### src/rtl/core/csrspmv_pkg.sv
// ----------------------------------------------------------------------------
// CSR sparse matrix-vector core package
// Field widths, operation codes and the control bundle passed between stages.
// ----------------------------------------------------------------------------
package csrspmv_pkg;

    localparam int OP_W  = 2;
    localparam int COL_W = 14;
    localparam int VAL_W = 32;
    localparam int ROW_W = 14;
    localparam int SUM_W = 64;

    localparam logic [OP_W-1:0] OP_LOAD  = 2'd0;
    localparam logic [OP_W-1:0] OP_MAC   = 2'd1;
    localparam logic [OP_W-1:0] OP_CLOSE = 2'd2;

    typedef struct packed {
        logic valid;
        logic emit;
    } t_term_ctrl;

endpackage

### src/rtl/core/csrspmv_mac.sv
// ----------------------------------------------------------------------------
// CSR sparse matrix-vector multiply-accumulate stage
// Registers the term product, adds it to the row sum and holds finished rows
// in an output register.
// ----------------------------------------------------------------------------
module csrspmv_mac
    import csrspmv_pkg::*;
(
    input  logic                    i_clk,
    input  logic                    i_rst_n,
    input  t_term_ctrl              i_term,
    input  logic signed [VAL_W-1:0] i_value,
    input  logic signed [VAL_W-1:0] i_elem,
    output logic                    o_ready,
    output logic                    o_out_valid,
    input  logic                    i_out_ready,
    output logic [ROW_W-1:0]        o_row_index,
    output logic signed [SUM_W-1:0] o_row_sum
);

    logic                    r_s2_valid;
    logic                    r_s2_emit;
    logic signed [SUM_W-1:0] r_s2_prod;
    logic [SUM_W-1:0]        r_acc;
    logic [SUM_W-1:0]        n_acc;
    logic [ROW_W-1:0]        r_row_cnt;
    logic [ROW_W-1:0]        n_row_cnt;
    logic                    r_out_valid;
    logic [ROW_W-1:0]        r_out_row;
    logic [SUM_W-1:0]        r_out_sum;
    logic [SUM_W-1:0]        acc_sum;
    logic                    out_free;
    logic                    s2_go;
    logic                    s2_ready;

    assign out_free = !r_out_valid || i_out_ready;
    assign s2_go    = r_s2_valid && (!r_s2_emit || out_free);
    assign s2_ready = !r_s2_valid || s2_go;
    assign acc_sum  = r_acc + SUM_W'(r_s2_prod);

    always_comb begin
        n_acc     = r_acc;
        n_row_cnt = r_row_cnt;
        if (s2_go) begin
            if (r_s2_emit) begin
                n_acc     = '0;
                n_row_cnt = r_row_cnt + 1'b1;
            end else begin
                n_acc = acc_sum;
            end
        end
    end

    always_ff @(posedge i_clk) begin
        if (!i_rst_n) begin
            r_s2_valid  <= 1'b0;
            r_s2_emit   <= 1'b0;
            r_acc       <= '0;
            r_row_cnt   <= '0;
            r_out_valid <= 1'b0;
        end else begin
            if (s2_ready) begin
                r_s2_valid <= i_term.valid;
                r_s2_emit  <= i_term.emit;
            end
            r_acc     <= n_acc;
            r_row_cnt <= n_row_cnt;
            if (s2_go && r_s2_emit) begin
                r_out_valid <= 1'b1;
            end else if (i_out_ready) begin
                r_out_valid <= 1'b0;
            end
        end
    end

    always_ff @(posedge i_clk) begin
        if (s2_ready && i_term.valid) begin
            r_s2_prod <= SUM_W'(i_value) * SUM_W'(i_elem);
        end
        if (s2_go && r_s2_emit) begin
            r_out_sum <= acc_sum;
            r_out_row <= r_row_cnt;
        end
    end

    assign o_ready     = s2_ready;
    assign o_out_valid = r_out_valid;
    assign o_row_index = r_out_row;
    assign o_row_sum   = r_out_sum;

`ifndef NO_ASSERTIONS
    a_acc_cleared: assert property (@(posedge i_clk) disable iff (!i_rst_n)
        (s2_go && r_s2_emit) |=> (r_acc == '0))
        else $error("row sum not cleared after a row was closed");

    a_row_advance: assert property (@(posedge i_clk) disable iff (!i_rst_n)
        (s2_go && r_s2_emit) |=> (r_row_cnt == ROW_W'(o_row_index + 1'b1)))
        else $error("row counter out of step with the emitted row");

    a_no_overwrite: assert property (@(posedge i_clk) disable iff (!i_rst_n)
        (r_out_valid && !i_out_ready) |=> r_out_valid)
        else $error("pending result dropped before its transfer");
`endif

endmodule

### config.mk
export PLATFORM = sky130hd
export DESIGN_NAME = csrspmv_mac
export DESIGN_NICKNAME = d
export VERILOG_FILES = /design/src/rtl/core/csrspmv_pkg.sv /design/src/rtl/core/csrspmv_mac.sv
export SDC_FILE = /design/constraint.sdc
export NUM_CORES = 2
export LEC_CHECK = 0
export BUFFER_PORTS_ARGS = -buffer_cell sky130_fd_sc_hd__buf_2
export CORE_MARGIN = 2
export CORE_UTILIZATION = 40
export CTS_BUF_LIST = sky130_fd_sc_hd__clkbuf_4 sky130_fd_sc_hd__clkbuf_8 sky130_fd_sc_hd__clkbuf_16
export CTS_CLUSTER_SIZE = 24
export DETAILED_ROUTE_END_ITERATION = 6
export PLACE_DENSITY = 0.55
export SETUP_SLACK_MARGIN = 0.2
export SYNTH_ARGS = -nofsm -noshare
export SYNTH_HDL_FRONTEND = slang
export SYNTH_SLANG_ARGS = --single-unit
### constraint.sdc
create_clock -name i_clk -period 23 [get_ports i_clk]
set_input_delay 6.9 -clock i_clk [delete_from_list [all_inputs] [get_ports i_clk]]
set_output_delay 6.9 -clock i_clk [all_outputs]
set_load 0.02 [all_outputs]
-- Word-level counts from Yosys, hierarchy flattened
Index checks and enable logic that the tools add are counted.
- add/subtract/negate cells: 2
- $mul: 1
- multiplexer cells: 3
- reductions and logical operators: 11
- operator list (cell ; number):
    adder 64 bit ; 1
    multiplier 32 x 32 -> 64 bit ; 1
    two-way mux 64 bit ; 1
    adder 14 x 1 -> 14 bit (second input constant) ; 1
    logical AND 1 bit ; 3
    zero test 1 bit ; 3
    logical OR 1 bit ; 3
    two-way mux 1 bit ; 2
    AND reduction 2 bit ; 1
    nonzero test 2 bit ; 1
- bits in registers: 223
- bits of input ports: 69
- output and inout port bits: 80
- word-level logic and storage cells: 25

-- Logic depth before layout (Yosys ltp)
- depth in word-level cells: 6
- gate-level depth with buffers: 29

-- Least setup slack after synthesis
No wires, ideal clock.
- path kind: input to register
- start: input port i_elem[2]
- end: register r_s2_prod[63] (data pin)
- library setup time: 0.260 ns
- arrival time: 14.133 ns
- required time: 22.740 ns
- setup slack: 8.607 ns
- stages: 27
- buffers on the path: 2
- cell sequence: clkbuf_1 nand2_1 inv_1 fa_1 fa_1 fa_1 fa_1 inv_1 fa_1 inv_1 fa_1 inv_1 fa_1 inv_1 fa_1 ha_1 clkbuf_1 a21o_1 a21o_1 a21oi_1 nor2_1 o21ai_0 nand2b_1 a221o_1 a31o_2 a21oi_1 xnor2_1
- word-level cells in the longest chain between the ends: 1
- RTL lines (item ; RTL line ; text):
    from (decl) ; csrspmv_mac.sv:13 ; input logic signed [VAL_W-1:0] i_elem,
    multiplier 32 x 32 -> 64 bit ; csrspmv_mac.sv:78 ; r_s2_prod <= SUM_W'(i_value) * SUM_W'(i_elem);
    to (signal assigned) ; csrspmv_mac.sv:78 ;
    to (decl) ; csrspmv_mac.sv:23 ; logic signed [SUM_W-1:0] r_s2_prod;
No other way between the ends.
A chain may end at the register's enable or synchronous reset.

-- Worst setup path in the final report
- start: input port i_elem[5]
- end: register r_s2_prod[63] (data pin)
The elaborated chain is that of the path after synthesis.

==> out/results.env <==
CRIT_TYPE='input pin to register'
R2R_START='r_s2_prod[0]'
MAX_CLOCK_FREQ_MHz=67.0
UTILIZATION_PCT=42.4
SYN-NUM-NETS=6187
DR.PASS1.ITERS=5
GRT_ANTENNA_BEFORE_REPAIR=9
ROWS=125
POSTROUTEWIRELENGTH_MICRONS=128000
SYNTH_LARGEST_AREA_CELL='fa_1'
TRITONCTS.NUM_BUFFERS=19
SETUP_TNS_NS=0
GRT_MAX_DEGREE=65
WORST-R2R-CELL-COUNT=12
GRT_PASS1_WL_MICRONS=205000
HOLD_VIOLATIONS=0
WORST_EP_ARRIVAL_NS=15.18
ROOT_BUFFER='clkbuf_16'
DRIVE_ABOVE_1_SHARE_PCT=4.98
GRT_USAGE_PCT=21.9
CRITPATHREQUIREDTIME_NS=23.26
CTS-ROOT-TO-SINK-BUFFERS=3
PORTION_OF_SYNTHESIZED_CELL_AREA_OCCUPIED_BY_THE_LEADING_CELL_TYPE_PCT=46.3
CLOCK_SINK_COUNT=223
CTS_POST_SETUP_BUFFERS_INSERTED=0
SYN2LAYOUT_AREA_GROWTH_PCT=5.21
SYNTH_TOP_CELLS_BY_AREA='fa_1 (46%), edfxtp_1 (9.1%), inv_1 (7.8%), and2_1 (7.1%), ha_1 (6.6%)'
YOSYS_MOST_USED_DFF='edfxtp_1'
CTSHTREEMAXLEVEL=1
POST_SYNTH_INSTANCE_AREA_SQ_UM=46800
DIE-AREA_SQ_UM=120000
WORST_HOLD_PATH_TYPE='register to register'
CRIT_PATH_END_KIND='register'
GRT_REMAINING_OVERFLOW=0
OUTCOME='finished, final reports clean'
LAYOUT.CELLS.MOST_COMMON='fa_1'
EDFF_COUNT_SYNTH=142
TIMING_MAX_TRANSITION_VIOLATIONS_FINAL=0
ASYNC_RESET_FF_SHARE_PCT=0
SYN-MEAN-INSTANCE-AREA_SQ_UM=9.79
SYNTH_SEQ_AREA_SHARE_PCT=12.6
DIEWIDTH_MICRONS=346
NETLIST-CELL-TYPE-COUNT=89
DETAILEDROUTE.FIRSTITERATIONVIOLATIONS=2176
TIMING.MAX_SLEW.REL_SLACK_PCT=35.0
CRIT-REG2REG-CAPTURE='o_row_sum[62]'
WHS_PATH_DEPTH=2
HOLD_PATH_STARTPOINT='r_acc[48]'
WORST-SLEW-PIN-TRANSITION_NS=0.975
VIA_PER_INST=5.14
MAX_CAP_VIOLATIONS=0
FINALWORSTPATHREQUIREDPERIOD_NS=14.92
FINALCRITPERIODSHARE_PCT=64.9
SETUP-VIOLATIONS-FINAL=0
LAYOUT.CELLS.MOST_COMMON_LIST='fa_1 (1083), inv_1 (972), nand2_1 (585)'
SYNTH_SEQ_CELLS=223
DIE-HEIGHT_MICRONS=346
CTS_HOLD_REPAIR.BUFFERS=0
DESIGN.FINAL.NETS=6131
ANT_NETS=0
NUMBER_OF_GLOBAL_ROUTE_VIAS_BEFORE_REPAIR=35000
CRITICAL_PATH_PEAK_FANOUT=32
SYNTH-WARNING-COUNT=0
DRC=0
POST_SYNTH_INST_COUNT=4787
DR_TOTAL_VIAS=32200
WIRE_PER_INST_MICRONS=20.4
GP_ROUTABILITY_CONGESTION=0.876
RSZ0062_AT_GRT='false'
FINAL_SKEW_NS=0.0250
CLOCK_INSERTION_DELAY_WORST_SKEW_NS=0.51
INITIAL_CORE_UTIL_PCT=40.3
CRITICAL_PATH.STARTPOINT_TYPE='input pin'
FF2FF_SETUP_SLACK_NS=19.08
HPWLAFTERDP_MICRONS=99600
DESIGN.PORTCOUNT=149
PORT-BUFFER-COUNT=148
FLOORPLAN.CORE_AREA_SQ_UM=116000
POST_CTS_RESIZED=0
CLK_PIN_SLEW_NS=0.08
TRITONCTS='yes'
WHS_ENDPOINT='r_acc[48]'
-- cells by family (layout without fill, tap and decap cells) --
family          Yosys count  in the layout  share of synthesized area [%]
fa+ha+maj              1331           1331                           52.9
xor+xnor                145            145                           2.73
flops                   223            223                           12.6
buf+inv                1218           1174                           9.91
mux                       1              1                         0.0214
compound gates          485            485                           7.11
other cells               0              3                              0
simple gates           1384           1384                           14.8
-- area by class of cell --
class | count | area, sq um
clock buffers | 24 | 531
repair buffers | 169 | 898
flip-flops and latches | 223 | 5890
diodes | 3 | 7.51
fillers | 11400 | 66900
well taps | 1524 | 1910
multi-input cells | 3346 | 36300
inverters | 972 | 3650
clock inverters | 9 | 77.6
-- how the worst max path moves through the flow --
stage | startpoint | endpoint | slack [ns] | cells past startpoint
2_1_floorplan | i_elem[2] | r_s2_prod[63] | 8.61 | 27
3_3_place_gp | i_elem[5] | r_s2_prod[63] | 7.62 | 28
3_5_place_dp | i_elem[5] | r_s2_prod[63] | 7.53 | 28
4_1_cts | i_elem[5] | r_s2_prod[63] | 8.07 | 28
5_1_grt | i_elem[5] | r_s2_prod[63] | 7.62 | 28
6_report | i_elem[5] | r_s2_prod[63] | 8.08 | 28
-- per-layer routing --
metal  part of all wire [%]  vias up  wire length [microns]  GRT usage [%]
met5                  0.021        -                     27              0
met4                    1.1        4                   1400           2.78
met3                    8.7       76                  11200           4.67
met2                     42     1005                  53100           32.3
met1                     49    16800                  62200           33.7
li1                       -    14400                      -              -
-- worst max-delay path, stage by stage --
cell	delay (ns)
buf_2	0.60
nand2_1	0.27
inv_1	0.15
fa_1	0.40
inv_1	0.24
fa_1	0.46
inv_1	0.20
fa_1	0.49
fa_1	0.82
inv_1	0.37
fa_1	0.59
inv_1	0.06
fa_1	0.53
inv_1	0.05
fa_1	0.47
inv_1	0.05
fa_1	0.44
ha_1	0.41
a21o_1	0.20
a21o_1	0.17
a21oi_1	0.18
nor2_1	0.05
o21ai_0	0.15
nand2b_1	0.07
a221o_1	0.34
a31o_2	0.21
a21oi_1	0.18
xnor2_1	0.08
-- cells in the mapped netlist (6+ instances only) --
master    count
dfxtp_1      81
nand2b_1     15
o211ai_1     15
a31oi_1      20
a22oi_1      35
o31ai_1      10
xnor2_1      95
and2_1      529
nor2b_1      46
o21a_1       13
a32o_1        6
ha_1        248
o21ai_0      60
nor3_1       21
nand2_1     586
xor2_1       49
o21bai_1     21
fa_1       1083
inv_1       972
edfxtp_1    142
nand4_1      27
a31o_2        6
a21oi_1     131
clkbuf_1    229
a22o_1       20
a211oi_1     15
nand3_1      40
nor2_1       89
o21ai_1      10
a21o_1       60
and3_1       15
-- metrics by stage --
step	std cells	setup slack, ns	area (sq um)	hold slack, ns
CTS	6267	8.07	49300	0.465
finish	6270	8.08	49300	0.465
detailed placement	6234	7.53	48700	0.449
global placement	6234	7.62	48700	0.444
floorplan	4787	8.61	46800	0.429
global route	6267	7.62	49300	0.495
-- registers in the layout, summed over array words and instances, names as in the netlist --
signal       cells
o_out_valid      1
o_row_index     14
o_row_sum       64
r_acc           64
r_row_cnt       14
r_s2_emit        1
r_s2_prod       64
r_s2_valid       1
Power is not shown: default switching activity piles up to over one toggle a cycle in this logic, so the estimate is an artifact.
